===== config.mk =====
export PLATFORM = sky130hd
export DESIGN_NAME = two_bank_interrupt_controller_core_flat
export DESIGN_NICKNAME = d
export VERILOG_FILES = /design/src/hw/rtl/tbic_pkg.sv /design/src/hw/rtl/tbic_if.sv /design/src/hw/rtl/two_bank_interrupt_controller_core.sv /design/src/flat_wrapper.sv
export SDC_FILE = /design/constraint.sdc
export NUM_CORES = 1
export LEC_CHECK = 0
export BUFFER_PORTS_ARGS = -buffer_cell sky130_fd_sc_hd__buf_2
export CORE_MARGIN = 1
export CORE_UTILIZATION = 56
export DETAILED_ROUTE_END_ITERATION = 7
export MAX_ROUTING_LAYER = met4
export PLACE_DENSITY = 0.88
export SYNTH_ARGS = -nofsm -noshare
export SYNTH_HDL_FRONTEND = slang
export SYNTH_SLANG_ARGS = --single-unit

===== constraint.sdc =====
create_clock -name clk -period 4.5 [get_ports clk]
set_input_delay 0.225 -clock clk [delete_from_list [all_inputs] [get_ports clk]]
set_output_delay 0.225 -clock clk [all_outputs]
set_load 0.02 [all_outputs]

===== src/hw/rtl/tbic_pkg.sv =====
// Shared definitions for the two-bank interrupt controller: function codes,
// register offsets, item types and the lowest-set-bit encoder.
// No dependencies.
`default_nettype none

package tbic_pkg;

    localparam int unsigned WordWidth = 32;
    localparam int unsigned LineIdxWidth = 6;
    localparam int unsigned BitIdxWidth = 5;

    // Function codes of an input transaction
    localparam logic [1:0] FUNC_TICK  = 2'd0;
    localparam logic [1:0] FUNC_READ  = 2'd1;
    localparam logic [1:0] FUNC_WRITE = 2'd2;

    // Register map, byte offsets
    localparam logic [4:0] OFS_HIGH_EVENTS  = 5'h00;
    localparam logic [4:0] OFS_HIGH_ENABLES = 5'h04;
    localparam logic [4:0] OFS_HIGH_CLEAR   = 5'h08;
    localparam logic [4:0] OFS_LOW_EVENTS   = 5'h10;
    localparam logic [4:0] OFS_LOW_ENABLES  = 5'h14;
    localparam logic [4:0] OFS_LOW_CLEAR    = 5'h18;

    typedef struct packed {
        logic [1:0]           func;
        logic [4:0]           reg_offset;
        logic [WordWidth-1:0] write_data;
        logic [WordWidth-1:0] lines_low;
        logic [WordWidth-1:0] lines_high;
    } req_item_t;

    typedef struct packed {
        logic [WordWidth-1:0]    read_data;
        logic                    irq_request;
        logic [LineIdxWidth-1:0] first_pending;
        logic                    pending_valid;
    } rsp_item_t;

    // Priority encoder: index of the lowest set bit, 0 when none is set
    function automatic logic [BitIdxWidth-1:0] lowest_bit(input logic [WordWidth-1:0] v);
        logic [BitIdxWidth-1:0] idx;
        idx = '0;
        for (int i = WordWidth - 1; i >= 0; i--)
        begin
            if (v[i])
            begin
                idx = BitIdxWidth'(i);
            end
        end
        return idx;
    endfunction

endpackage

`default_nettype wire


===== src/hw/rtl/tbic_if.sv =====
// Valid/ready channel interfaces for the two-bank interrupt controller.
// Depends on tbic_pkg for widths.
`default_nettype none

interface tbic_req_if;
    logic                           valid;
    logic                           ready;
    logic [1:0]                     func;
    logic [4:0]                     reg_offset;
    logic [tbic_pkg::WordWidth-1:0] write_data;
    logic [tbic_pkg::WordWidth-1:0] lines_low;
    logic [tbic_pkg::WordWidth-1:0] lines_high;

    modport source (output valid, func, reg_offset, write_data, lines_low, lines_high,
                    input ready);
    modport sink   (input valid, func, reg_offset, write_data, lines_low, lines_high,
                    output ready);
endinterface

interface tbic_rsp_if;
    logic                              valid;
    logic                              ready;
    logic [tbic_pkg::WordWidth-1:0]    read_data;
    logic                              irq_request;
    logic [tbic_pkg::LineIdxWidth-1:0] first_pending;
    logic                              pending_valid;

    modport source (output valid, read_data, irq_request, first_pending, pending_valid,
                    input ready);
    modport sink   (input valid, read_data, irq_request, first_pending, pending_valid,
                    output ready);
endinterface

`default_nettype wire


===== src/hw/rtl/two_bank_interrupt_controller_core.sv =====
// Two-bank, 64-line interrupt controller core.
// Depends on tbic_pkg and the channel interfaces in tbic_if.sv.
//
// Usage:
//   req carries one transaction per handshake: a tick that ORs lines_low and
//   lines_high into the event registers, a bus read, or a bus write that loads
//   an enable register or clears event bits (write one to clear).
//   rsp returns exactly one transaction per request, in order: read_data for a
//   read (else 0), plus irq_request and the lowest enabled pending line taken
//   from the state after that request has been applied.
// Pipeline: an accepted request is held and applied in the input register,
//   then the masking and 32-bit priority encode feed the response register.
// Throughput: one transaction per cycle while rsp is not stalled, set by the
//   single response register and the encoder between it and the input
//   register.
// Reset: all events cleared, all lines masked, both pipeline stages empty.
// Stall: while rsp.ready is low the response holds; the input register still
//   takes one more request, after which req.ready drops until rsp drains.
`default_nettype none

module two_bank_interrupt_controller_core (
    input  wire logic    clk,
    input  wire logic    rst_n,
    tbic_req_if.sink     req,
    tbic_rsp_if.source   rsp
);

    localparam int unsigned W = tbic_pkg::WordWidth;

    tbic_pkg::req_item_t in_item_reg;
    logic                in_valid_reg;
    tbic_pkg::rsp_item_t out_item_reg;
    tbic_pkg::rsp_item_t out_item_next;
    logic                out_valid_reg;

    logic [W-1:0] low_events_reg,   low_events_next;
    logic [W-1:0] high_events_reg,  high_events_next;
    logic [W-1:0] low_enables_reg,  low_enables_next;
    logic [W-1:0] high_enables_reg, high_enables_next;

    logic [W-1:0] low_pend;
    logic [W-1:0] high_pend;
    logic [W-1:0] rdata;
    logic         advance;
    logic         accept;

    assign advance   = in_valid_reg && (!out_valid_reg || rsp.ready);
    assign req.ready = !in_valid_reg || advance;
    assign accept    = req.valid && req.ready;

    // Apply the held transaction to the bank registers
    always_comb
    begin
        low_events_next   = low_events_reg;
        high_events_next  = high_events_reg;
        low_enables_next  = low_enables_reg;
        high_enables_next = high_enables_reg;
        rdata             = '0;
        case (in_item_reg.func)
            tbic_pkg::FUNC_TICK:
            begin
                low_events_next  = low_events_reg | in_item_reg.lines_low;
                high_events_next = high_events_reg | in_item_reg.lines_high;
            end
            tbic_pkg::FUNC_READ:
            begin
                case (in_item_reg.reg_offset)
                    tbic_pkg::OFS_HIGH_EVENTS:  rdata = high_events_reg;
                    tbic_pkg::OFS_HIGH_ENABLES: rdata = high_enables_reg;
                    tbic_pkg::OFS_LOW_EVENTS:   rdata = low_events_reg;
                    tbic_pkg::OFS_LOW_ENABLES:  rdata = low_enables_reg;
                    default:                    rdata = '0;
                endcase
            end
            tbic_pkg::FUNC_WRITE:
            begin
                case (in_item_reg.reg_offset)
                    tbic_pkg::OFS_HIGH_ENABLES: high_enables_next = in_item_reg.write_data;
                    tbic_pkg::OFS_LOW_ENABLES:  low_enables_next = in_item_reg.write_data;
                    tbic_pkg::OFS_HIGH_CLEAR:
                        high_events_next = high_events_reg & ~in_item_reg.write_data;
                    tbic_pkg::OFS_LOW_CLEAR:
                        low_events_next = low_events_reg & ~in_item_reg.write_data;
                    default: ;
                endcase
            end
            default: ;
        endcase

        low_pend  = low_events_next & low_enables_next;
        high_pend = high_events_next & high_enables_next;

        out_item_next.read_data = rdata;
        if (low_pend != '0)
        begin
            out_item_next.irq_request   = 1'b1;
            out_item_next.pending_valid = 1'b1;
            out_item_next.first_pending = {1'b0, tbic_pkg::lowest_bit(low_pend)};
        end
        else if (high_pend != '0)
        begin
            out_item_next.irq_request   = 1'b1;
            out_item_next.pending_valid = 1'b1;
            out_item_next.first_pending = {1'b1, tbic_pkg::lowest_bit(high_pend)};
        end
        else
        begin
            out_item_next.irq_request   = 1'b0;
            out_item_next.pending_valid = 1'b0;
            out_item_next.first_pending = '0;
        end
    end

    // Control and bank state
    always_ff @(posedge clk or negedge rst_n)
    begin
        if (!rst_n)
        begin
            in_valid_reg     <= 1'b0;
            out_valid_reg    <= 1'b0;
            low_events_reg   <= '0;
            high_events_reg  <= '0;
            low_enables_reg  <= '0;
            high_enables_reg <= '0;
        end
        else
        begin
            if (req.ready)
            begin
                in_valid_reg <= req.valid;
            end
            if (advance)
            begin
                out_valid_reg    <= 1'b1;
                low_events_reg   <= low_events_next;
                high_events_reg  <= high_events_next;
                low_enables_reg  <= low_enables_next;
                high_enables_reg <= high_enables_next;
            end
            else if (rsp.ready)
            begin
                out_valid_reg <= 1'b0;
            end
        end
    end

    // Payload registers
    always_ff @(posedge clk)
    begin
        if (accept)
        begin
            in_item_reg.func       <= req.func;
            in_item_reg.reg_offset <= req.reg_offset;
            in_item_reg.write_data <= req.write_data;
            in_item_reg.lines_low  <= req.lines_low;
            in_item_reg.lines_high <= req.lines_high;
        end
        if (advance)
        begin
            out_item_reg <= out_item_next;
        end
    end

    assign rsp.valid         = out_valid_reg;
    assign rsp.read_data     = out_item_reg.read_data;
    assign rsp.irq_request   = out_item_reg.irq_request;
    assign rsp.first_pending = out_item_reg.first_pending;
    assign rsp.pending_valid = out_item_reg.pending_valid;

endmodule

`default_nettype wire


===== src/flat_wrapper.sv =====
// flat-port wrapper written by rule: the top's interface ports become plain ports
module two_bank_interrupt_controller_core_flat 
  (clk, rst_n, req_valid, req_func, req_reg_offset, req_write_data, req_lines_low, req_lines_high, req_ready, rsp_valid, rsp_read_data, rsp_irq_request, rsp_first_pending, rsp_pending_valid, rsp_ready);
  tbic_req_if req_i ();
  tbic_rsp_if rsp_i ();
  input  wire logic clk;
  input  wire logic rst_n;
  input wire logic [$bits(req_i.valid)-1:0] req_valid;
  input wire logic [$bits(req_i.func)-1:0] req_func;
  input wire logic [$bits(req_i.reg_offset)-1:0] req_reg_offset;
  input wire logic [$bits(req_i.write_data)-1:0] req_write_data;
  input wire logic [$bits(req_i.lines_low)-1:0] req_lines_low;
  input wire logic [$bits(req_i.lines_high)-1:0] req_lines_high;
  output wire logic [$bits(req_i.ready)-1:0] req_ready;
  output wire logic [$bits(rsp_i.valid)-1:0] rsp_valid;
  output wire logic [$bits(rsp_i.read_data)-1:0] rsp_read_data;
  output wire logic [$bits(rsp_i.irq_request)-1:0] rsp_irq_request;
  output wire logic [$bits(rsp_i.first_pending)-1:0] rsp_first_pending;
  output wire logic [$bits(rsp_i.pending_valid)-1:0] rsp_pending_valid;
  input wire logic [$bits(rsp_i.ready)-1:0] rsp_ready;
  assign req_i.valid = req_valid;
  assign req_i.func = req_func;
  assign req_i.reg_offset = req_reg_offset;
  assign req_i.write_data = req_write_data;
  assign req_i.lines_low = req_lines_low;
  assign req_i.lines_high = req_lines_high;
  assign req_ready = req_i.ready;
  assign rsp_valid = rsp_i.valid;
  assign rsp_read_data = rsp_i.read_data;
  assign rsp_irq_request = rsp_i.irq_request;
  assign rsp_first_pending = rsp_i.first_pending;
  assign rsp_pending_valid = rsp_i.pending_valid;
  assign rsp_i.ready = rsp_ready;
  two_bank_interrupt_controller_core u_core (.clk(clk), .rst_n(rst_n), .req(req_i), .rsp(rsp_i));
endmodule

=== Word level (Yosys, flattened, before mapping) ===
Cells that the tools add are included.

* Logic and storage cells: 118
* Register bits: 273
* Input bits: 107

* Eq/ne operators: 7
* Mux-type cells: 77
* Reduce and logical (&&, ||, !) cells: 11
* Bitwise operators: 7

{| class="wikitable"
|+ Operators with widths
! kind !! count
|-
| $mux 5 || 64
|-
| $mux 32 || 6
|-
| $and 32x32->32 || 4
|-
| $pmux 32 s2 || 2
|-
| $pmux 32 s4 || 1
|-
| $or 32x32->32 || 2
|-
| $reduce_bool 32->1 || 2
|-
| $not 32->32 || 1
|-
| $eq 5x5->1 const B || 3
|-
| $mux 8 || 1
|-
| $mux 6 || 1
|-
| $eq 5x3->1 const B || 1
|-
| $eq 5x4->1 const B || 1
|-
| $logic_not 5->1 || 1
|-
| $eq 2x1->1 const B || 1
|-
| $eq 2x2->1 const B || 1
|-
| $logic_and 1x1->1 || 2
|-
| $logic_not 1->1 || 2
|-
| $logic_not 2->1 || 1
|-
| $logic_or 1x1->1 || 2
|-
| $mux 1 || 2
|-
| $reduce_bool 2->1 || 1
|}

=== Longest topological paths before layout ===
Gate-level depths: netlist of the first run.

* Depth in word-level cells: 39
* Gate-level depth with buffers: 11
* Depth with buffers taken out: 8

=== Least setup slack after synthesis of the first run ===
No wires, ideal clock.

* Kind: reg-to-reg
* Start: reg u_core.out_valid_reg, in the netlist u_core.rsp.valid
* End: reg u_core.in_item_reg[0] (netlist name), enable pin
* Data arrival time: 3.163 ns
* Slack: 0.864 ns
* Clock period less this slack: 3.636 ns
* Stages on the path, launching flop included: 3
* Cells stage by stage: dfrtp_1 > nand3b_1 > and2_1

* Cells in the longest elaborated chain, start to end: 5

{| class="wikitable"
|+ Ends and longest elaborated chain
! element !! line !! source
|-
| start, declared || two_bank_interrupt_controller_core.sv:34 || <nowiki>logic out_valid_reg;</nowiki>
|-
| start signal, assigned || two_bank_interrupt_controller_core.sv:120 || <nowiki>out_valid_reg <= 1'b0;</nowiki>
|-
| start signal, assigned || two_bank_interrupt_controller_core.sv:134 || <nowiki>out_valid_reg <= 1'b1;</nowiki>
|-
| start signal, assigned || two_bank_interrupt_controller_core.sv:142 || <nowiki>out_valid_reg <= 1'b0;</nowiki>
|-
| $logic_not 1->1 || two_bank_interrupt_controller_core.sv:47 || <nowiki>assign advance = in_valid_reg && (!out_valid_reg || rsp.ready);</nowiki>
|-
| $logic_or 1x1->1 || two_bank_interrupt_controller_core.sv:47 ||
|-
| $logic_and 1x1->1 || two_bank_interrupt_controller_core.sv:47 ||
|-
| $logic_or 1x1->1 || two_bank_interrupt_controller_core.sv:48 || <nowiki>assign req.ready = !in_valid_reg || advance;</nowiki>
|-
| via req_ready || flat_wrapper.sv:14 || <nowiki>output wire logic [$bits(req_i.ready)-1:0] req_ready;</nowiki>
|-
| $logic_and 1x1->1 || two_bank_interrupt_controller_core.sv:49 || <nowiki>assign accept = req.valid && req.ready;</nowiki>
|-
| via u_core.accept || two_bank_interrupt_controller_core.sv:45 || <nowiki>logic accept;</nowiki>
|-
| end, declared || two_bank_interrupt_controller_core.sv:30 || <nowiki>tbic_pkg::req_item_t in_item_reg;</nowiki>
|}

The timed path passes the listed nets, and every way through them passes these cells.
A chain may end at the register's enable or synchronous reset.

==> metrics, run 1 <==
run status=complete, no violations; final core occ=70.11%; CP endpoint kind=register; period utilization=81.72%; Slew Limit Fails=0; final hold vios=0; Power Density=433.8 nW/um^2; Core ar.=22570 sq um; Max stage delay on crit path=0.80 ns; WP data arrival=3.97 ns; Initial Util=57.06%; Cell Chain, Critical Path=or4b_4, mux2i_1, a211oi_1, nor4b_1, nand4b_1, o2111ai_2, a2bb2oi_1, a21oi_1; Post CTS Setup Buffer Count=0; maximum capacitance violations=0; Diodes inserted=0; Final GP Congestion=0.9618; maximum achievable frequency=0.2719 GHz; sequential area share after synthesis=58.37%; Worst-Margin Slew=1.151 ns; biggest area consumer among synthesized cells=edfxtp_1; total track usage=33.64%; Sw Ratio=29.24%; first-pass GRT wire length=59660 um; min Tclk post-route=3.677 ns; Max clock buf depth=3; type of the worst min-delay path=input pin to register; number of global-route vias before repair=10890; Synth top area share=33.11%; number of top-level pins=149; P_sw=2.007 mW; nets@finish=1373; most common flop cell mapped by yosys=edfxtp_1; routed length per instance=24.31 um; total power draw=6.864 mW; die height=153.7 um; via/cell ratio=6.785; Post-CTS Resized=0; met1 Resource Use GR=42.48%; Die X=153.7 um; Crit Path Class=register to register; Critical Path Start Type=register; Clock Power Share=33.1%; Hold Startpoint=rsp_ready; Worst VDD drop=0.3705 mV; Clock transition at path regs=0.06 ns; antenna viol nets, final=0; number of synthesized flops with an enable pin=142; top cells by area, synth=edfxtp_1, dfrtp_1, mux2_2, a21oi_1, a211oi_1; die area=23610 sq um; total negative slack=0 ns; antenna violations before repair=0; GR peak layer=met2; slowest CP cell=or4b_4; Root Buffer=clkbuf_16; Final setup violation count=0; relative slew slack=23.08%; internal cell power=4.857 mW; largest net degree at the start of global routing=83; Seq pwr share=47.6%; HPWL after DPL=22240 um; Synth cell types=64; Clock Sinks=272; Yosys reg bits=272; Via Count=10670; most frequent cells in the layout=buf_2, a21oi_1, edfxtp_1, dfrtp_1, dlygate4sd3_1; CTS buffer count=28; GR Overflow Total=0; met2 Use GR=54.42%; commonest non-fill, non-tap cell in the layout=buf_2; async set-reset flop share out of synthesis=47.79%; worst setup path start=u_core.in_item_reg[97]; Initial DRC Count=1038; Std-Cell Rows=55; LEAKAGE=6.599 nW; Clock Latency Late Sink=0.55 ns; Final Skew=0.01208 ns; Post-Syn Area per Cell=12.41 sq um; CTS tree=built; final wirelength=38240 um; max reg flops=103; Worst R2R Start=u_core.in_item_reg[97]; R2R Setup Slk=0.82 ns; Ys Warns=0; Mapped Cells=1038; Max FO, Critical Path=29; P&R area growth vs syn=22.88%; first drt pass iteration count=8; RSZ-0062 raised after global routing=false; CTS HTree Levels=1; combinational power share=19.3%; drt drc=0; # port buffers=148; required time of the critical path=4.79 ns; M3 GR Usage=5.496%; Post-Syn Area=12880 sq um; layout cells sized above 1=24.61%; syn_nets=1145
## worst paths after layout
path,endpoint,depth (start not counted)
min,u_core.rsp.valid,3
min reg2reg,u_core.high_events_reg[13],1
min in group asynchronous,u_core.in_valid_reg,2
max reg2reg,u_core.rsp.first_pending[1],8
max in group asynchronous,u_core.low_events_reg[8],3
max,u_core.rsp.first_pending[1],8
## power groups by stage
stage	Clock (mW)	Sequential [mW]	Combinational [mW]
6_report	2.27	3.26	1.33
5_1_grt	2.39	3.29	1.43
4_1_cts	2.27	3.24	1.29
3_5_place_dp	0	3.28	1.21
3_3_place_gp	0	3.26	1.18
2_1_floorplan	0	3.26	0.808
## worst max-delay path, delay by kind of cell, from the launching register on
family,cells,cell delay (ns)
flops,1,0.49
mux,1,0.29
simple gates,3,1.85
compound gates,4,0.78
## through the flow
stage / instance area [sq um] / cells / hold WS (ns) / worst slack [ns]
2_1_floorplan: 12880 / 1038 / -0.07059 / 0.8641
3_3_place_gp: 13870 / 1415 / 0.2688 / 0.9361
3_5_place_dp: 13870 / 1415 / 0.2787 / 0.9139
4_1_cts: 15830 / 1573 / 0.01178 / 0.8893
5_1_grt: 15830 / 1573 / 0.08353 / 0.6083
6_report: 15830 / 1573 / 0.05700 / 0.8225
## layer usage
metal  share of wire (%)  routed length [um]
met1                  38               14720
met2                  49               18620
met3                 9.2                3512
met4                 3.6                1389
met5                   0                   0
## what timing repair did
action                     CTS  global route
hold endpoints to repair   149             0
setup endpoints to repair    0             0
hold buffers               106             0
## cell usage after synthesis (all sizes together), types with 2 or more instances
| cell type | n |
|---|---|
| or3 | 3 |
| nor2b | 3 |
| a21o | 68 |
| a221o | 8 |
| a31oi | 6 |
| nor4 | 9 |
| o311ai | 2 |
| buf | 25 |
| or4 | 7 |
| dfrtp | 130 |
| clkbuf | 52 |
| edfxtp | 142 |
| and3 | 6 |
| nand3b | 2 |
| o21bai | 5 |
| a31o | 3 |
| or4b | 3 |
| a22oi | 64 |
| or3b | 2 |
| a211o | 6 |
| a221oi | 11 |
| o21ai | 7 |
| nand3 | 2 |
| o221ai | 8 |
| inv | 15 |
| o221a | 7 |
| nand2 | 18 |
| nor4b | 6 |
| o211ai | 7 |
| a21oi | 146 |
| a211oi | 97 |
| nor2 | 24 |
| nand2b | 8 |
| nor3b | 2 |
| nand4 | 5 |
| o31ai | 2 |
| mux2 | 68 |
| mux2i | 33 |
| nor3 | 8 |
| and2 | 5 |
## area by class of cell
type	count	area, sq um
fill	1562	6746
clock buffer	39	803.3
multi-input combinational	673	5024
tap	285	356.6
clock inverter	13	90.09
sequential	272	7517
inverter	16	60.06
timing repair buffer	275	1974
## cells by family (layout without fill, tap and decap cells)
kind of cell	after synthesis	after routing	synth area share, %
AOI/OAI and AO/OA	453	453	24.18
buffers and inverters	93	343	3.128
DFF	272	272	58.37
muxes	101	101	8.569
and+or+nand+nor	119	119	5.752
Power figures use the tool's default switching activity.
==> inputs of run 2 (changes only) <==
--- a/config.mk
+++ b/config.mk
@@ -5,12 +5,13 @@
 export SDC_FILE = /design/constraint.sdc
 export NUM_CORES = 1
 export LEC_CHECK = 0
+export ABC_AREA = 1
 export BUFFER_PORTS_ARGS = -buffer_cell sky130_fd_sc_hd__buf_2
 export CORE_MARGIN = 1
-export CORE_UTILIZATION = 56
+export CORE_UTILIZATION = 53
 export DETAILED_ROUTE_END_ITERATION = 7
 export MAX_ROUTING_LAYER = met4
-export PLACE_DENSITY = 0.88
+export PLACE_DENSITY = 0.87
 export SYNTH_ARGS = -nofsm -noshare
 export SYNTH_HDL_FRONTEND = slang
 export SYNTH_SLANG_ARGS = --single-unit
==> constraint.sdc (replaced) <==
create_clock -name clk -period 3.3 [get_ports clk]
set_input_delay 0.165 -clock clk [delete_from_list [all_inputs] [get_ports clk]]
set_output_delay 0.165 -clock clk [all_outputs]
set_load 0.02 [all_outputs]
==> run 2 against run 1 <==
The flow now finishes with violations (setup timing). Combinational power grew to 3.1 times the previous value. Final cell count grew 28%. Non-clock buffer count rose by 22. Clock skew decreased by 0.0022 ns. Die area rose by 5.7%. Routed wire length down 7.3%. Register-to-register slack worse by 0.83 ns. Critical path depth up 10. Sequential share of layout area decreased by 1.1 points. Critical path type unchanged. Highest routed layer unchanged.
==> metrics, run 2 <==
FILL cells=1720 (was 1562); Yosys reg bits=272 (unchanged); period utilization=100.3% (was 81.72%); Final Skew=0.009902 ns (was 0.01208 ns); Reg area=7517 sq um (unchanged); Std-Cell Rows=56 (was 55); routed length per instance=17.56 um (was 24.31 um); maximum achievable frequency=0.3022 GHz (was 0.2719 GHz); Worst R2R Start=u_core.in_item_reg[102] (was u_core.in_item_reg[97]); Slew Limit Fails=0 (unchanged); mux cell area share after synthesis=0% (was 8.569%); antenna viol nets, final=0 (unchanged); Die X=157.9 um (was 153.7 um); largest family of logic cells by synthesized area=simple AND/OR/NAND/NOR gates (was compound AO/OA/AOI/OAI gates); Via Count=11500 (was 10670); total negative slack=-0.009176 ns (was 0 ns); max reg flops=103 (unchanged); WP data arrival=3.61 ns (was 3.97 ns); M3 GR Usage=4.216% (was 5.496%); placed inst area=13920 sq um (was 13870 sq um); simple-gate share of the synthesized area=18.67% (was 5.751%); Initial DRC Count=1473 (was 1038); xor/xnor cell area share of the yosys netlist=0% (unchanged); R2R Setup Slk=-0.009 ns (was 0.82 ns); Clock Sinks=272 (unchanged); biggest area consumer among synthesized cells=edfxtp_1 (unchanged); P&R area growth vs syn=25.71% (was 22.88%); count leader, synth=nand2_1 (was a21oi_1); Power Density=780.6 nW/um^2 (was 433.8 nW/um^2); Diodes inserted=0 (unchanged); Max FO, Critical Path=34 (was 29); min Tclk post-route=3.309 ns (was 3.677 ns); Clock transition at path regs=0.06 ns (about the same); Synth top cells by count=nand2_1, o21ai_0, edfxtp_1 (was a21oi_1, edfxtp_1, dfrtp_1); Ys Warns=0 (unchanged); final wirelength=35430 um (was 38240 um); setup ws final=-0.009176 ns (was 0.8225 ns); syn_nets=1531 (was 1145); met1 Resource Use GR=38.63% (was 42.48%); Mapped Cells=1424 (was 1038); Worst-Margin Slew=0.9753 ns (was 1.151 ns); Root Buffer=clkbuf_16 (unchanged); drt drc=0 (unchanged); first drt pass iteration count=8 (unchanged); relative slew slack=34.91% (was 23.08%); number of top-level pins=149 (unchanged); GR peak layer=met2 (unchanged); Critical Path Start Type=register (unchanged); number of global-route vias before repair=10780 (was 10890); post-synthesis adder-cell area fraction=0% (unchanged); Worst VDD drop=0.5213 mV (was 0.3705 mV); Synth cell types=35 (was 64); first-pass GRT wire length=54930 um (was 59660 um); CTS buffer count=28 (unchanged); final hold vios=0 (unchanged); sequential area share after synthesis=58.32% (was 58.37%); type of the worst min-delay path=input pin to async pin (was input pin to register); Post-Syn Area=12890 sq um (was 12880 sq um); RSZ-0062 raised after global routing=true (was false); largest net degree at the start of global routing=242 (was 83); maximum capacitance violations=0 (unchanged); Placed Cells=1844 (was 1415); number of synthesized flops with an enable pin=142 (unchanged); area occupied by multi-input gates=4546 sq um (was 5024 sq um); Synth top area share=33.08% (was 33.11%); antenna violations before repair=0 (unchanged); failing checks=setup timing; run status=complete, but fails checks (was complete, no violations); Max clock buf depth=3 (unchanged); compound-cell area share of the yosys netlist=15.91% (was 24.18%); Initial Util=54.42% (was 57.06%); CP endpoint kind=register (unchanged); Post-Layout Cell Count=2018 (was 1573); design area=16200 sq um (was 15830 sq um); met2 Use GR=46.11% (was 54.42%); commonest non-fill, non-tap cell in the layout=nand2_1 (was buf_2); Post-Syn Area per Cell=9.051 sq um (was 12.41 sq um); total track usage=29.18% (was 33.64%); Final setup violation count=1 (was 0); top cells by area, synth=edfxtp_1, dfrtp_1, nand2_1, o21ai_0, inv_1 (was edfxtp_1, dfrtp_1, mux2_2, a21oi_1, a211oi_1); LEAKAGE=7.065 nW (was 6.599 nW); CTS tree=built (unchanged); Core ar.=23680 sq um (was 22570 sq um); # port buffers=148 (unchanged); nets@finish=1784 (was 1373); most common flop cell mapped by yosys=edfxtp_1 (unchanged); via/cell ratio=5.699 (was 6.785); Final GP Congestion=0.9312 (was 0.9618); die height=157.9 um (was 153.7 um); Crit Path Class=register to register (unchanged); worst reg2reg path depth=18 (was 8); async set-reset flop share out of synthesis=47.79% (unchanged); CTS HTree Levels=1 (unchanged); Worst R2R End=u_core.rsp.first_pending[2] (was u_core.rsp.first_pending[1]); die area=24950 sq um (was 23610 sq um); HPWL after DPL=21930 um (was 22240 um); most frequent cells in the layout=nand2_1, o21ai_0, buf_2, edfxtp_1, inv_1 (was buf_2, a21oi_1, edfxtp_1, dfrtp_1, dlygate4sd3_1); layout cells sized above 1=18.89% (was 24.61%); Clock Latency Late Sink=0.55 ns (about the same); GR Overflow Total=0 (unchanged); required time of the critical path=3.60 ns (was 4.79 ns)
==> run 2: cell types whose count changed after synthesis, moves of 97 or more <==
cell	delta
a211oi_1	-97
o21ai_0	+215
nand2_1	+333
inv_1	+120
a21oi_1	-115
nor2_1	+108
==> run 2: how the worst max path moves through the flow <==
stage / from / endpoint / slack (ns) / cells after the start
finish: u_core.in_item_reg[102] / u_core.rsp.first_pending[2] / -0.009 / 18
global route: u_core.in_item_reg[96] / u_core.rsp.first_pending[0] / -0.28 / 39
CTS: u_core.in_item_reg[98] / u_core.rsp.first_pending[0] / 0.02 / 33
detailed placement: u_core.in_item_reg[98] / u_core.rsp.first_pending[2] / 0.05 / 16
global placement: u_core.in_item_reg[98] / u_core.rsp.first_pending[2] / 0.14 / 16
floorplan: u_core.rsp.valid / u_core.in_item_reg[0] / 0.008 / 3
==> run 2: metal layers <==
layer	up-vias	wire, um
met1	5321	13930
li1	5289	-
met5	-	0
met4	0	1212
met3	110	3703
met2	781	16590
==> run 2: kinds of logic (layout without fill, tap and decap cells) <==
group	Yosys count	count (layout)
simple gates	583	584
compound gates	354	354
flops	272	272
buf+inv	215	489
==> run 2: power by group <==
part	internal (mW)	leakage, nW	switching (mW)
registers	4.57	3.07	0.638
logic	1.54	3.52	2.52
clock network	2.07	0.474	1.32
total	8.17	7.06	4.48
==> run 2: what timing repair did <==
item / CTS / global route
hold buffers: 107 / 0
endpoints found under the hold margin: 167 / 0
resized for setup: 0 / 28
setup buffers: 0 / 14
endpoints found under the setup margin: 0 / 4
==> run 2: worst max-delay path, cell delays in order, from the launching register on <==
cell and delay, ns:
edfxtp_1 0.47, nand2_4 0.15, nor2_4 0.06, buf_6 0.13
nand2_8 0.09, buf_4 0.15, buf_6 0.28, nor2_1 0.09
a21oi_1 0.20, nor2_1 0.12, nor2_1 0.18, nand2_1 0.11
nor4_1 0.37, nand4_1 0.17, nand2_2 0.13, nor2_2 0.05
nand2_2 0.08, nor2_2 0.04, a22o_1 0.17
==> run 2: per-stage QoR <==
| stage | worst slack (ns) | util [%] | hold WS (ns) | total power, mW |
|---|---|---|---|---|
| detailed placement | 0.04726 | 58.79 | 0.3290 | 8.990 |
| finish | -0.009176 | 68.41 | 0.2675 | 12.65 |
| global placement | 0.1432 | 58.79 | 0.3174 | 8.786 |
| floorplan | 0.007775 | - | -0.1306 | 7.946 |
| CTS | 0.01715 | 67.47 | 0.3027 | 12.48 |
| global route | -0.2809 | 68.41 | 0.3275 | 13.41 |
==> run 2: cell type report <==
class | count | area share (%)
sequential | 272 | 46.40
multi-input combinational | 938 | 28.06
timing repair buffer | 297 | 13.75
clock buffer | 41 | 4.942
inverter | 140 | 3.259
tap | 319 | 2.464
clock inverter | 11 | 1.135
==> inputs of run 3 (changes only) <==
--- a/config.mk
+++ b/config.mk
@@ -8,10 +8,11 @@
 export ABC_AREA = 1
 export BUFFER_PORTS_ARGS = -buffer_cell sky130_fd_sc_hd__buf_2
 export CORE_MARGIN = 1
-export CORE_UTILIZATION = 53
+export CORE_UTILIZATION = 56
 export DETAILED_ROUTE_END_ITERATION = 7
 export MAX_ROUTING_LAYER = met4
-export PLACE_DENSITY = 0.87
+export PLACE_DENSITY = 0.88
+export RECOVER_POWER = 25
 export SYNTH_ARGS = -nofsm -noshare
 export SYNTH_HDL_FRONTEND = slang
 export SYNTH_SLANG_ARGS = --single-unit
==> constraint.sdc (replaced) <==
create_clock -name clk -period 3.9 [get_ports clk]
set_input_delay 0.195 -clock clk [delete_from_list [all_inputs] [get_ports clk]]
set_output_delay 0.195 -clock clk [all_outputs]
set_load 0.02 [all_outputs]
==> run 3 against run 2 <==
The flow finishes with violations (capacitance limit, slew limit). Total power down 15%. Count of clock-buffer cells in the layout up 2. Hold slack better by 0.065 ns. Final cell count down 2.8%. Fmax down 8.5%. Critical path type unchanged.
==> metrics, run 3 (synthesis results as in run 2) <==
Die X=153.7 um (was 157.9 um); CP endpoint kind=register (unchanged); LEAKAGE=6.884 nW (was 7.065 nW); layout cells sized above 1=16.59% (was 18.89%); total track usage=31.79% (was 29.18%); Placed Cells=1800 (was 1844); Final Skew=0.02524 ns (was 0.009902 ns); slowest CP cell=buf_4 (was edfxtp_1); largest net degree at the start of global routing=85 (was 242); number of top-level pins=149 (unchanged); Diodes inserted=0 (unchanged); antenna viol nets, final=0 (unchanged); drt drc=0 (unchanged); final hold vios=0 (unchanged); Crit Path Class=register to register (unchanged); min Tclk post-route=3.616 ns (was 3.309 ns); antenna violations before repair=0 (unchanged); worst setup path start=u_core.in_item_reg[101] (was u_core.in_item_reg[102]); area occupied by multi-input gates=4498 sq um (was 4546 sq um); Initial DRC Count=1380 (was 1473); run status=complete, but fails checks (unchanged); commonest non-fill, non-tap cell in the layout=nand2_1 (unchanged); crit-path most repeated cell=nand2_1 (was nor2_1); Critical Path Start Type=register (unchanged); Initial Util=57.10% (was 54.42%); Post-Layout Cell Count=1961 (was 2018); first drt pass iteration count=7 (was 8); Power Density=676.4 nW/um^2 (was 780.6 nW/um^2); Worst-Margin Slew=1.986 ns (was 0.9753 ns); Final setup violation count=0 (was 1); P&R area growth vs syn=22.78% (was 25.71%); Clock Latency Late Sink=0.58 ns (was 0.55 ns); CTS HTree Levels=1 (unchanged); failing checks=capacitance limit, slew limit (was setup timing); max reg flops=103 (unchanged); GR Overflow Total=0 (unchanged); Core ar.=22570 sq um (was 23680 sq um); Worst R2R Start=u_core.in_item_reg[101] (was u_core.in_item_reg[102]); first-pass GRT wire length=57250 um (was 54930 um); RSZ-0062 raised after global routing=false (was true); Reg area=7517 sq um (unchanged); relative slew slack=-32.41% (was 34.91%); nets@finish=1760 (was 1784); period utilization=92.73% (was 100.3%); maximum achievable frequency=0.2765 GHz (was 0.3022 GHz); CTS buffer count=29 (was 28); routed length per instance=18.40 um (was 17.56 um); Final GP Congestion=0.9127 (was 0.9312); Clock transition at path regs=0.08 ns (was 0.06 ns); Max clock buf depth=3 (unchanged); required time of the critical path=4.22 ns (was 3.60 ns); Worst VDD drop=0.4100 mV (was 0.5213 mV); HPWL after DPL=22150 um (was 21930 um); total negative slack=0 ns (was -0.009176 ns); type of the worst min-delay path=input pin to register (was input pin to async pin); worst hold slack=0.3326 ns (was 0.2675 ns); number of global-route vias before repair=11170 (was 10780); Max stage delay on crit path=0.49 ns (was 0.47 ns); die area=23630 sq um (was 24950 sq um); WP data arrival=3.94 ns (was 3.61 ns); Max FO, Critical Path=44 (was 34); Root Buffer=clkbuf_16 (unchanged); via/cell ratio=5.853 (was 5.699); FILL cells=1624 (was 1720); final wirelength=36090 um (was 35430 um); maximum capacitance violations=1 (was 0); Slew Limit Fails=75 (was 0); Clock Sinks=272 (unchanged); most frequent cells in the layout=nand2_1, o21ai_0, edfxtp_1, buf_2, inv_1 (was nand2_1, o21ai_0, buf_2, edfxtp_1, inv_1); Post CTS Setup Buffer Count=0 (unchanged); # port buffers=148 (unchanged); Std-Cell Rows=55 (was 56); Hold Startpoint=req_write_data[2]; Via Count=11480 (was 11500); die height=153.7 um (was 157.9 um); CTS tree=built (unchanged)
-- run 3: cell types whose count changed in the layout (fill, tap and decap cells not counted), moves of 3 or more --
cell / delta
o21ai_1: -4
o21ai_0: +6
buf_12: -4
buf_6: -6
buf_4: -15
clkbuf_1: +12
buf_2: -11
nor2_2: -3
-- run 3: what timing repair did --
item	4_1_cts	5_1_grt
resized for setup	0	3
hold buffers	107	0
endpoints found under the hold margin	179	0
endpoints found under the setup margin	0	1
-- run 3: worst paths after layout --
check,endpoint,slack (ns),cells after the start
worst max-delay path,u_core.rsp.first_pending[0],0.28,36
worst min-delay path,u_core.in_item_reg[66],0.33,2
worst max register to register,u_core.rsp.first_pending[0],0.28,36
worst min register to register,u_core.low_events_reg[17],0.49,2
max in group asynchronous,u_core.high_enables_reg[31],1.99,2
min in group asynchronous,u_core.rsp.valid,0.72,2
-- run 3: critical path, delay by kind of cell (launching register included) --
family / cells / cell delay [ns]
AO/OA/AOI/OAI: 1 / 0.06
AND/OR/NAND/NOR: 33 / 2.31
buffers and inverters: 2 / 0.58
flip-flops: 1 / 0.43
-- run 3: final cells by class --
class | count | area share, %
flip-flops and latches | 272 | 47.50
multi-input cells | 937 | 28.42
repair buffers | 273 | 12.38
clock buffers | 43 | 5.250
inverters | 140 | 3.336
well taps | 285 | 2.253
clock inverters | 11 | 0.8539
-- run 3: per-stage QoR --
step | area (sq um) | total power, mW | util [%] | setup slack (ns)
2_1_floorplan | 12890 | 6.724 | - | 0.6078
3_3_place_gp | 13790 | 7.435 | 61.09 | 0.5232
3_5_place_dp | 13790 | 7.636 | 61.09 | 0.3215
4_1_cts | 15830 | 10.56 | 70.12 | 0.1964
5_1_grt | 15830 | 11.33 | 70.11 | 0.003426
6_report | 15830 | 10.70 | 70.11 | 0.2837
-- run 3: layer usage --
metal	routed length, um	global-route usage, %	part of all wire, %	vias up
li1	-	-	-	5240
met1	14180	40.85	39	5341
met2	16840	49.74	47	765
met3	3732	5.834	10	131
met4	1334	13.57	3.7	0
met5	0	-	0	-
-- run 3: power breakdown --
part | leakage, nW | total [mW] | switching, mW | internal [mW]
clock network | 0.472 | 2.83 | 1.15 | 1.67
logic | 3.34 | 3.48 | 2.21 | 1.27
registers | 3.07 | 4.40 | 0.533 | 3.86
total | 6.88 | 10.7 | 3.90 | 6.81
